### src/rtl/bdf_pkg.sv
// Shared constants, codes and types of the binaural dual FIR block.
package bdf_pkg;

    localparam int DEF_MAX_TAPS    = 256;
    localparam int DEF_SAMPLE_BITS = 16;

    localparam int CFG_W         = 9;
    localparam int TAP_INDEX_W   = 8;
    localparam int FUNC_W        = 2;

    localparam logic [CFG_W-1:0] TAPS_RESET = 9'd256;

    localparam logic [FUNC_W-1:0] FUNC_SAMPLE     = 2'd0;
    localparam logic [FUNC_W-1:0] FUNC_LOAD_LEFT  = 2'd1;
    localparam logic [FUNC_W-1:0] FUNC_LOAD_RIGHT = 2'd2;

    localparam int QUEUE_DEPTH = 2;
    localparam int QPTR_W      = (QUEUE_DEPTH > 1) ? $clog2(QUEUE_DEPTH) : 1;
    localparam int QCNT_W      = $clog2(QUEUE_DEPTH + 1);

    typedef enum logic [1:0] {
        K_SAMPLE,
        K_LOAD_LEFT,
        K_LOAD_RIGHT
    } t_kind;

    // Oldest queued item as offered to the back end.
    typedef struct packed {
        logic                   valid;
        t_kind                  kind;
        logic [TAP_INDEX_W-1:0] tap_index;
    } t_q_head;

    // Status returned by the back end.
    typedef struct packed {
        logic pop;
        logic clearing;
    } t_back_stat;

endpackage

### src/rtl/bdf_front.sv
// Front end: accepts input items, classifies them and queues the ones that do work.
module bdf_front #(
    parameter int MAX_TAPS    = bdf_pkg::DEF_MAX_TAPS,
    parameter int SAMPLE_BITS = bdf_pkg::DEF_SAMPLE_BITS
) (
    input  logic                            i_clk,
    input  logic                            i_rst_n,
    input  logic                            i_valid,
    output logic                            o_stall,
    input  logic [bdf_pkg::FUNC_W-1:0]      i_func,
    input  logic [bdf_pkg::TAP_INDEX_W-1:0] i_tap_index,
    input  logic [SAMPLE_BITS-1:0]          i_value,
    input  bdf_pkg::t_back_stat             i_stat,
    output bdf_pkg::t_q_head                o_head,
    output logic [SAMPLE_BITS-1:0]          o_head_value
);
    import bdf_pkg::*;

    logic [QPTR_W-1:0]      r_wr_ptr;
    logic [QPTR_W-1:0]      r_rd_ptr;
    logic [QCNT_W-1:0]      r_count;
    t_kind                  r_kind [QUEUE_DEPTH];
    logic [TAP_INDEX_W-1:0] r_idx  [QUEUE_DEPTH];
    logic [SAMPLE_BITS-1:0] r_val  [QUEUE_DEPTH];

    logic  accept;
    logic  keep;
    logic  push;
    logic  pop;
    logic  idx_ok;
    t_kind kind;

    assign o_stall = i_stat.clearing || (r_count == QCNT_W'(QUEUE_DEPTH));
    assign accept  = i_valid && !o_stall;
    assign idx_ok  = 32'(i_tap_index) < 32'(MAX_TAPS);

    // Unused function codes and loads beyond the tap store are dropped here.
    always_comb begin
        kind = K_SAMPLE;
        keep = 1'b0;
        unique case (i_func)
            FUNC_SAMPLE: begin
                kind = K_SAMPLE;
                keep = 1'b1;
            end
            FUNC_LOAD_LEFT: begin
                kind = K_LOAD_LEFT;
                keep = idx_ok;
            end
            FUNC_LOAD_RIGHT: begin
                kind = K_LOAD_RIGHT;
                keep = idx_ok;
            end
            default: begin
                kind = K_SAMPLE;
                keep = 1'b0;
            end
        endcase
    end

    assign push = accept && keep;
    assign pop  = i_stat.pop;

    assign o_head.valid     = (r_count != '0);
    assign o_head.kind      = r_kind[r_rd_ptr];
    assign o_head.tap_index = r_idx[r_rd_ptr];
    assign o_head_value     = r_val[r_rd_ptr];

    always_ff @(posedge i_clk) begin
        if (!i_rst_n) begin
            r_wr_ptr <= '0;
            r_rd_ptr <= '0;
            r_count  <= '0;
        end else begin
            if (push) begin
                r_wr_ptr <= (r_wr_ptr == QPTR_W'(QUEUE_DEPTH - 1)) ? '0
                                                                   : r_wr_ptr + QPTR_W'(1);
            end
            if (pop) begin
                r_rd_ptr <= (r_rd_ptr == QPTR_W'(QUEUE_DEPTH - 1)) ? '0
                                                                   : r_rd_ptr + QPTR_W'(1);
            end
            case ({push, pop})
                2'b10:   r_count <= r_count + QCNT_W'(1);
                2'b01:   r_count <= r_count - QCNT_W'(1);
                default: r_count <= r_count;
            endcase
        end
    end

    always_ff @(posedge i_clk) begin
        if (push) begin
            r_kind[r_wr_ptr] <= kind;
            r_idx[r_wr_ptr]  <= i_tap_index;
            r_val[r_wr_ptr]  <= i_value;
        end
    end

endmodule

### config.mk
export PLATFORM = sky130hd
export DESIGN_NAME = bdf_front
export DESIGN_NICKNAME = d
export VERILOG_FILES = /design/src/rtl/bdf_pkg.sv /design/src/rtl/bdf_front.sv
export SDC_FILE = /design/constraint.sdc
export NUM_CORES = 1
export LEC_CHECK = 0
export CORE_UTILIZATION = 50
export DETAILED_ROUTE_END_ITERATION = 8
export DONT_BUFFER_PORTS = 1
export PLACE_DENSITY = 0.68
export SYNTH_ARGS = -nofsm -noshare
export SYNTH_HDL_FRONTEND = slang
export SYNTH_SLANG_ARGS = --single-unit
### constraint.sdc
create_clock -name i_clk -period 2.3 [get_ports i_clk]
set_clock_uncertainty 0.2 [all_clocks]
set_input_delay 0.345 -clock i_clk [delete_from_list [all_inputs] [get_ports i_clk]]
set_output_delay 0.345 -clock i_clk [all_outputs]
set_load 0.005 [all_outputs]
# After elaboration in Yosys (flattened, before gate mapping)
# Memories as Yosys holds them, arrays and structs flattened. A register that Yosys moved wholly into a read port is not among the register bits.
# Cells that the tools add are included.
op_classes:
  addsub: 4
  eq_ne: 5
  muxes: 13
  reduce_logical: 8
ops:
  columns: ["op", "n"]
  rows:
  - ["$mux 1", 11]
  - ["$pmux 2 s2", 2]
  - ["$eq 2x2->1 const B", 3]
  - ["$eq 2x1->1 const B", 2]
  - ["$reduce_bool 2->1", 2]
  - ["$reduce_or 3->1", 1]
  - ["$add 1x1->1 const B", 2]
  - ["$add 2x1->2 const B", 1]
  - ["$logic_and 1x1->1", 2]
  - ["$logic_not 2->1", 1]
  - ["$sub 2x1->2 const B", 1]
  - ["$logic_not 1->1", 1]
  - ["$logic_or 1x1->1", 1]
word_totals:
  reg_bits: 4
  ramBits: 52
  in_bits: 31
  output_inout_bits: 28
  word_cells: 36
  mem_count: 3
mem_list:
  columns: ["name", "words", "width", "rd", "rd_ports_with_merged_regs", "wr", "line_no", "rtl"]
  rows:
  - ["r_val", 2, 16, 1, 1, 1, "bdf_front.sv:24", "logic [SAMPLE_BITS-1:0] r_val [QUEUE_DEPTH];"]
  - ["r_idx", 2, 8, 1, 1, 1, "bdf_front.sv:23", "logic [TAP_INDEX_W-1:0] r_idx [QUEUE_DEPTH];"]
  - ["r_kind", 2, 2, 1, 1, 1, "bdf_front.sv:22", "t_kind r_kind [QUEUE_DEPTH];"]

# Depth between registers and ports, before layout
# Gate-level depths: netlist of run 1.
logic_depth:
  depth_word: 7
  depth_mapped: 6
  mapped_depth_nobuf: 6

# Worst setup path before layout of run 1
# No wires, ideal clock.
synth_timing:
  kind: "register to register"
  start: "register r_count[0]"
  end: "memory r_idx[0][0] (enable)"
  setup_time_ns: 0.409
  t_arrival_ns: 1.817
  required_ns: 1.691
  path_slack_ns: -0.126
  stages_incl_launch_ff: 4
  n_path_buf: 0
  synth_period_minus_slack_ns: 2.426
  path_cell_list: "dfxtp_1 > nand2b_1 > nand4b_1 > nor2_1"
synth_between:
  elab_chain_cells: 7
synth_rtl:
  columns: ["item", "line_no", "rtl"]
  rows:
  - ["start, declared", "bdf_front.sv:21", "logic [QCNT_W-1:0] r_count;"]
  - ["start signal, assigned", "bdf_front.sv:84", "2'b10: r_count <= r_count + QCNT_W'(1);"]
  - ["start signal, assigned", "bdf_front.sv:85", "2'b01: r_count <= r_count - QCNT_W'(1);"]
  - ["start signal, assigned", "bdf_front.sv:86", "default: r_count <= r_count;"]
  - ["$eq 2x2->1", "bdf_front.sv:33", "assign o_stall = i_stat.clearing || (r_count == QCNT_W'(QUEUE_DEPTH));"]
  - ["$logic_or 1x1->1", "bdf_front.sv:33", null]
  - ["$logic_not 1->1", "bdf_front.sv:34", "assign accept = i_valid && !o_stall;"]
  - ["$logic_and 1x1->1", "bdf_front.sv:34", null]
  - ["$logic_and 1x1->1", "bdf_front.sv:61", "assign push = accept && keep;"]
  - ["$mux 1", "bdf_front.sv:92", "if (push) begin"]
  - ["$mux 1 (not written as such)", "bdf_front.sv:94", "r_idx[r_wr_ptr] <= i_tap_index;"]
  - ["end, declared", "bdf_front.sv:23", null]
# No other way between the ends.

==> results of run 1 <==
-- worst max-delay path by stage --
| stage | start | to | slack [ps] | depth (start not counted) |
|---|---|---|---|---|
| 2_1_floorplan | r_count[0] | r_idx[0][0] | -130 | 3 |
| 3_3_place_gp | r_count[0] | r_count[1] | 470 | 5 |
| 3_5_place_dp | r_count[0] | r_count[1] | 350 | 5 |
| 4_1_cts | flip-flop | o_head[6] | 180 | 2 |
| 5_1_grt | flip-flop | o_head_value[6] | 90 | 2 |
| 6_report | flip-flop | o_head_value[6] | 230 | 2 |
-- flip-flops by register name (all words and copies together), names as in the netlist, named ones only --
name and count:
r_count 2, r_idx 16, r_kind 4, r_rd_ptr 1
r_val 32, r_wr_ptr 1
-- final cells by class --
class / instances / area share [%]
well taps: 50 / 2.37
multi-input cells: 48 / 16.8
clock inverters: 6 / 1.85
flip-flops and latches: 57 / 62.9
repair buffers: 31 / 11.2
clock buffers: 10 / 4.83
inverters: 1 / 0.142
-- per-stage QoR --
stage	TNS (ps)	setup slack, ps	area, um^2
after detailed placement	0	350	2220
final	0	229	2640
after global placement	0	474	2220
after floorplan	-6560	-126	2120
after global routing	0	91.4	2640
after CTS	0	184	2640
-- what timing repair did --
action / CTS / global route
endpoints found under the hold margin: 53 / 0
hold buffers: 25 / 0
resized for setup: 0 / 0
-- routing by layer --
layer | share of wire, % | up-vias | GRT usage [%]
met5 | 0 | - | 0
met1 | 40 | 512 | 20.0
met3 | 6.8 | 2 | 8.45
li1 | - | 492 | -
met2 | 53 | 38 | 27.8
met4 | 0.66 | 0 | 10.4
-- synth_stat cells (all sizes together) --
cell type and number:
or3 1, nand2 3, xor2 1, edfxtp 52, a21boi 1, o21ai 1, buf 3, nor2b 2
ha 1, or2 1, dfxtp 5, inv 1, and2 3, nand2b 2, nand4b 1, mux2 26
xnor2 2, mux2i 1, nor2 2
-- cells by family after synthesis --
family | share of synthesized area [%]
XOR/XNOR | 1.24
flip-flops | 78.3
buffers and inverters | 1.12
multiplexers | 14.3
AO/OA/AOI/OAI | 0.589
adder cells (fa/ha/maj) | 0.589
AND/OR/NAND/NOR | 3.95
-- power by group through the flow --
stage                     combinational (mW)  sequential, mW  clock (mW)
after floorplan                        0.127            1.21           0
after global placement                 0.148            1.22           0
after detailed placement               0.152            1.22           0
after CTS                              0.194            1.20       0.854
after global routing                   0.209            1.21       0.905
final                                  0.192            1.20       0.833
-- worst max-delay path: stages (launching register included) --
cell and delay [ps]:
dfxtp_1 550, buf_4 270, mux2_2 370
==> results.md, run 1 <==
* Worst skew pair latency at 320 ps
* Average wire per standard cell at ~17 um
* Yosys top cell by area: edfxtp_1
* Clock share of power at 37.4%
* PD cells at around 840 nW/um^2
* Reg2Reg Depth at 5
* Finished Layout Cells at a little over 200
* Cell Count Post-Placement at roughly 160
* Switch share at 20.6%
* Most frequent cells in the layout: edfxtp_1 (52), mux2_2 (26), dlygate4sd3_1 (25), clkbuf_8 (9), buf_4 (6)
* Starting density of the core at ~53%
* Rel. slew slack at approximately three quarters
* P&R area growth vs syn at 24.5%
* Commonest non-fill, non-tap cell in the layout: edfxtp_1
* Post-synth cell types at 20
* RePlAce Congestion at 0.604
* Register area at 1660 um^2
* CTS tree: yes
* Final hold violations at 0
* Yosys Warn Count at 0
* Syn Area/Cell at a little under 20 um^2
* CP Max Fanout at 11
* Hold WS at between 20 and 25 ps
* Total Nets Final at between 150 and 200
* R2R setup slack at between 300 and 400 ps
* Count of input and output buffers at 0
* Slew Viols, Final at 0
* Syn_nets at approximately 140
* Comb pwr share at approximately 8.6%
* Largest cells by area after synthesis: edfxtp_1 (74%), mux2_2 (14%), dfxtp_1 (4.7%)
* WP data arrival at roughly 1500 ps
* RSZ-0062 raised after global routing: no
* Hold EP: r_kind[0][1]
* Top-Level Pins at 59
* Final-layout fill cell count at ~300
* Number of routed nets with antenna violations at 0
* Vias per cell at 5.14
* Setup bufs post-CTS at 0
* Critical path endpoint category: output pin
* Multi-input gate area in the final layout at 443 um^2
* Fmax achieved at a little under 500 MHz
* First-pass GRT wire length at 5330 um
* DR DRC count at 0
* Net switching power at 0.459 mW
* Mapped Area at 2120 um^2
* Die area at between 4000 and 5000 um^2
* Core area at between 4000 and 5000 um^2
* Status: finished, final reports clean
* Power Internal at between 1.5 and 2 mW
* Worst Hold Depth at 1
* Die Ht at around 67 um
* Critical path class: flip-flop to output pin
* Vias in the first global route at 1,107
* Yosys top cell area share at between 70% and 80%
* Die W at 67.2 um
* Largest net degree at the start of global routing at 16
* Root Buffer Master: clkbuf_8
* Tot Pwr at 2.23 mW
* Peak supply drop at 0.000482 V
* Max Cap Viol at 0
* Mapped Cells at 109
* Final design utilization at approximately two thirds
* Seq pwr share at a little over half
* Clock period minus worst slack at ~2100 ps
* Total CTS buffers at 9
* Min-delay worst type: input port to flip-flop
* Vias at about 1,000
* Share of cells above drive strength 1 at between 20% and 30%
* Post-synthesis register bit count at 57
* CP Data Required Time at between 1500 and 2000 ps
* Tcrit/Tclk final at 90.0%
* Post-DP HPWL at 2200 um
* Setup crit start kind: flip-flop
* 1st-iter DRT viols at between 50 and 60
* Clock Path Buffers at 2
* DRT Pass-1 Iters at 5
* Routed WL at between 3000 and 4000 um
* Hold path start: i_func[0]
* FP Rows at 23
* Initial antenna violation count at 0
* Antenna Cells at 0
* Register area share after synthesis at approximately four fifths
* Slew @ Worst Pin at 389 ps
* CTS Sinks at 57
* FF-to-FF End: r_count[1]
* Total grt overflow at 0
* Reg2reg start: r_count[0]
* Clock-pin slew on the worst setup and hold paths at about 60 ps
* Final setup fails at 0
* H-tree levels at 3
* Total track usage at 17.9%
* Lkg Pwr at ~0.90 nW
Power figures use the tool's default switching activity.
==> inputs of run 2 (changes only) <==
- PLACE_DENSITY: 0.68 -> unset
- PLACE_DENSITY_LB_ADDON: unset -> 0.08
==> results.md, run 2 (synthesis results as in run 1) <==
* PnR worst setup slack at 318 ps (+88.6 ps)
* Post_cts resized at 0 (unchanged)
* Status: finished, final reports clean
* Final setup fails at 0 (unchanged)
* Die W at 67.2 um (unchanged)
* Final hold violations at 0 (unchanged)
* Total track usage at 15.3% (-2.6 points)
* CP Max Fanout at 4 (-7)
* Max FFs per register at 32 (unchanged)
* Most frequent cells in the layout: edfxtp_1 (52), mux2_2 (26), dlygate4sd3_1 (25), clkbuf_8 (9), dfxtp_1 (5)
* Worst Hold Depth at 1 (unchanged)
* CP Data Required Time at 2350 ps (+600 ps)
* Core area at 4030 um^2 (unchanged)
* Total grt overflow at 0 (unchanged)
* Most flops, register: r_val
* Vias in the first global route at 1,017 (-8.1%)
* Initial antenna violation count at 0 (unchanged)
* Routed WL at 3190 um (-7.9%)
* Count of input and output buffers at 0 (unchanged)
* Tcrit/Tclk final at 86.2% (-3.9 points)
* Slew @ Worst Pin at 346 ps (-43.4 ps)
* Reg2Reg Depth at 5 (unchanged)
* Hold_buf cts at 25 (unchanged)
* RSZ-0062 raised after global routing: no
* Lkg Pwr at 0.919 nW (+1.9%)
* CTS Sinks at 57 (unchanged)
* Regs by FF count: r_val x32, r_idx x16, r_kind x4
* DRT Pass-1 Iters at 4 (-1)
* Setup crit start kind: flip-flop
* PD cells at 917 nW/um^2 (+8.8%)
* Multi-input gate area in the final layout at 443 um^2 (unchanged)
* Post-DP HPWL at 2000 um (-8.8%)
* Final-layout fill cell count at 297 (-0.67%)
* Worst skew pair latency at 320 ps (about the same)
* Clock Path Buffers at 2 (unchanged)
* CTS tree: yes
* Min-delay worst type: input port to flip-flop
* Antenna Cells at 0 (unchanged)
* First-pass GRT wire length at 4680 um (-12%)
* Top-Level Pins at 59 (unchanged)
* RePlAce Congestion at 0.611 (+1.2%)
* 1st-iter DRT viols at 59 (+5.4%)
* Die Ht at 67.2 um (unchanged)
* Slew Viols, Final at 0 (unchanged)
* Die area at 4510 um^2 (unchanged)
* Critical path class: flip-flop to flip-flop
* Rel. slew slack at 76.9% (+2.9 points)
* Place WS at 356 ps (+6.13 ps)
* Setup bufs post-CTS at 0 (unchanged)
* Starting density of the core at 52.7% (unchanged)
* Vias per cell at 5.15 (+0.14%)
* DR DRC count at 0 (unchanged)
* Total Nets Final at 177 (-1.7%)
* Share of cells above drive strength 1 at 31.3% (+1.9 points)
* H-tree levels at 3 (unchanged)
* Root Buffer Master: clkbuf_8
* P&R area growth vs syn at 26.0%
* Total CTS buffers at 9 (unchanged)
* Cell Count Post-Placement at 159 (-1.9%)
* Finished Layout Cells at 200 (-1.5%)
* WP data arrival at 2030 ps (+500 ps)
* Vias at 1,030 (-1.3%)
* Clock period minus worst slack at 1980 ps (-88.6 ps)
* Max Cap Viol at 0 (unchanged)
* Commonest non-fill, non-tap cell in the layout: edfxtp_1
* Number of routed nets with antenna violations at 0 (unchanged)
* Peak supply drop at 0.000547 V (+13%)
* Critical path endpoint category: flip-flop
* Register area at 1660 um^2 (unchanged)
* Average wire per standard cell at 15.9 um (-6.5%)
* FP Rows at 23 (unchanged)
* Fmax achieved at 504 MHz (+4.5%)
* Clock-pin slew on the worst setup and hold paths at 60 ps (about the same)
* Largest net degree at the start of global routing at 27 (+11)
## run 2: cell types whose count changed in the layout (fill, tap and decap cells not counted), sizes merged
cell,change
bufinv,+2
buf,-3
clkbuf,-1
clkinv,-1
## run 2: final cells by class
class	instances	share of cell area, %
clock buffers	9	4.63
clock inverters	7	4.07
inverters	1	0.140
multi-input cells	48	16.5
flip-flops and latches	57	62.1
well taps	50	2.34
repair buffers	28	10.2
## run 2: worst max-delay path, stage by stage, from the launching register on
cell and delay, ps:
dfxtp_1 380, nand2b_1 150, nand4b_1 230, ha_1 400
or3_1 370, a21boi_1 180
## run 2: final timing paths
check / end / slack [ps] / from
worst min-delay path: r_kind[0][1] / 20 / i_func[0]
worst min register to register: r_wr_ptr / 300 / r_wr_ptr
worst max-delay path: r_count[1] / 320 / r_count[0]
worst max register to register: r_count[1] / 320 / r_count[0]
## run 2: report_power, final
group / switching [mW] / internal [mW]
Clock: 0.361 / 0.709
Combinational: 0.0881 / 0.101
Sequential: 0.0143 / 1.18
## run 2: stage by stage
stage	util, %	power [mW]	hold WS [ps]	TNS, ps	cell area (um^2)
3_5_place_dp	54.4	1.37	244	0	2190
5_1_grt	66.4	2.54	8.01	0	2680
3_3_place_gp	54.4	1.36	244	0	2190
6_report	66.4	2.45	20.2	0	2680
4_1_cts	66.4	2.49	6.85	0	2680
2_1_floorplan	-	1.34	244	-6560	2120
## run 2: metal layers
layer	up-vias	GRT usage (%)	share of wire, %
li1	486	-	-
met4	0	11.2	2.3
met3	9	6.25	7.8
met5	-	0	0
met1	493	16.4	38
met2	42	24.3	52
==> inputs of run 3 (changes only) <==
- HOLD_SLACK_MARGIN: unset -> 0.1
- PLACE_DENSITY: unset -> 0.68
- PLACE_DENSITY_LB_ADDON: 0.08 -> unset
==> results.md, run 3 (synthesis results as in run 1) <==
* Status: finished, final reports clean
* Tcrit/Tclk final at 90.5% (+4.3 points)
* Top routing layer in use: met4
* Starting density of the core at 52.7% (unchanged)
* Root Buffer Master: clkbuf_8
* Die Ht at 67.2 um (unchanged)
* Register area at 1660 um^2 (unchanged)
* Top-Level Pins at 59 (unchanged)
* DP Area at 2220 um^2 (+1.0%)
* Slew @ Worst Pin at 399 ps (+52.9 ps)
* CP Max Fanout at 11 (+7)
* DR DRC count at 0 (unchanged)
* Multi-input gate area in the final layout at 443 um^2 (unchanged)
* Reg2reg start: r_count[0]
* RePlAce Congestion at 0.604 (-1.1%)
* H-tree levels at 3 (unchanged)
* PD cells at 831 nW/um^2 (-9.4%)
* Clock period minus worst slack at 2080 ps (+99.7 ps)
* Slew Viols, Final at 0 (unchanged)
* Final hold violations at 0 (unchanged)
* Total grt overflow at 0 (unchanged)
* Switch share at 20.8% (+1.9 points)
* Vias at 1,058 (+2.7%)
* Max FFs per register at 32 (unchanged)
* Fmax achieved at 480 MHz (-4.8%)
* CP Data Required Time at 1750 ps (-600 ps)
* Final design utilization at 66.8% (+0.40 points)
* Most flops, register: r_val
* RSZ-0062 raised after global routing: no
* WP data arrival at 1540 ps (-490 ps)
* R2R setup slack at 320 ps (about the same)
* Power Internal at 1.77 mW (-11%)
* Number of routed nets with antenna violations at 0 (unchanged)
* Clock-pin slew on the worst setup and hold paths at 60 ps (about the same)
* Count of input and output buffers at 0 (unchanged)
* Commonest non-fill, non-tap cell in the layout: edfxtp_1
* P&R area growth vs syn at 26.8%
* Routed WL at 3540 um (+11%)
* Total CTS buffers at 9 (unchanged)
* Initial antenna violation count at 0 (unchanged)
* Metal3 WL at 225 um (-9.3%)
* Net switching power at 0.464 mW (+0.17%)
* Hold path start: i_valid
* Comb pwr share at 8.9% (+1.2 points)
* Largest net degree at the start of global routing at 16 (-41%)
* Max Cap Viol at 0 (unchanged)
* First-pass GRT wire length at 5390 um (+15%)
* DRT Pass-1 Iters at 4 (unchanged)
* Post-route cell area at 2690 um^2 (+0.61%)
* Die area at 4510 um^2 (unchanged)
* Setup bufs post-CTS at 0 (unchanged)
* Hold EP: r_wr_ptr
* Critical path endpoint category: output pin
* Rel. slew slack at 73.4% (-3.6 points)
* CTS tree: yes
* CTS Sinks at 57 (unchanged)
* Share of cells above drive strength 1 at 28.5% (-2.9 points)
* Reg2Reg Depth at 5 (unchanged)
* Seq pwr share at 53.7% (+5.0 points)
* Min-delay worst type: input port to flip-flop
* Average wire per standard cell at 17.0 um (+6.8%)
* Core area at 4030 um^2 (unchanged)
* Lkg Pwr at 0.926 nW (+0.76%)
* Worst skew pair latency at 320 ps (about the same)
* Setup crit start kind: flip-flop
* Die W at 67.2 um (unchanged)
* Regs by FF count: r_val x32, r_idx x16, r_kind x4
* Worst Hold Depth at 2 (+1)
* Final setup fails at 0 (unchanged)
* Antenna Cells at 0 (unchanged)
* Clock Path Buffers at 2 (unchanged)
* Critical path class: flip-flop to output pin
* Vias per cell at 5.09 (-1.2%)
* Peak supply drop at 0.000483 V (-12%)
* FP Rows at 23 (unchanged)
* Met2 wire len at 1860 um (+13%)
* Final-layout fill cell count at 294 (-1.0%)
* Most frequent cells in the layout: edfxtp_1 (52), dlygate4sd3_1 (30), mux2_2 (26), clkbuf_8 (9), buf_4 (6)
* FF-to-FF End: r_count[1]
* Total track usage at 18.0% (+2.8 points)
* 1st-iter DRT viols at 62 (+5.1%)
* Clock share of power at 37.4% (-6.2 points)
* Post-DP HPWL at 2200 um (+9.7%)
* Vias in the first global route at 1,128 (+11%)
* Total Nets Final at 185 (+4.5%)
* WL met1 at 1410 um (+16%)
-- run 3: what timing repair did --
item                      4_1_cts  5_1_grt
hold buffers                   30        0
hold endpoints to repair       57        0
gates resized for setup         0        0
-- run 3: per-layer routing --
layer  up-vias  track usage, %
li1        503               -
met1       518            20.3
met2        33            28.2
met3         4            8.28
met4         0            10.4
met5         -               0
-- run 3: power by group through the flow --
| stage | combinational [mW] | clock [mW] | sequential [mW] |
|---|---|---|---|
| floorplan | 0.127 | 0 | 1.21 |
| finish | 0.200 | 0.836 | 1.20 |
| CTS | 0.202 | 0.854 | 1.20 |
| global route | 0.218 | 0.905 | 1.21 |
| global placement | 0.148 | 0 | 1.22 |
| detailed placement | 0.152 | 0 | 1.22 |
-- run 3: metrics by stage --
stage               cells  setup TNS [ps]  power [mW]  hold WS [ps]  setup slack, ps
floorplan             109           -6560        1.34           244             -126
global placement      162               0        1.37           244              474
detailed placement    162               0        1.38           244              350
CTS                   208               0        2.26           163              184
global route          208               0        2.33           187             91.4
finish                208               0        2.24           186              218
-- run 3: critical path, cell delays in order, from the launching register on --
cell	delay, ps
dfxtp_1	560
buf_4	280
mux2_2	370
-- run 3: final cells by class --
| cell class | count | share of cell area, % |
|---|---|---|
| Sequential cell | 57 | 61.7 |
| Multi-Input combinational cell | 48 | 16.4 |
| Timing Repair Buffer | 36 | 12.8 |
| Clock buffer | 10 | 4.74 |
| Tap cell | 50 | 2.32 |
| Clock inverter | 6 | 1.81 |
| Inverter | 1 | 0.139 |
-- run 3: worst max-delay path by stage --
| stage | startpoint | to | slack, ps | cells past startpoint |
|---|---|---|---|---|
| 2_1_floorplan | r_count[0] | r_idx[0][0] | -130 | 3 |
| 3_3_place_gp | r_count[0] | r_count[1] | 470 | 5 |
| 3_5_place_dp | r_count[0] | r_count[1] | 350 | 5 |
| 4_1_cts | flip-flop | o_head[6] | 180 | 2 |
| 5_1_grt | flip-flop | o_head_value[6] | 90 | 2 |
| 6_report | flip-flop | o_head_value[6] | 220 | 2 |
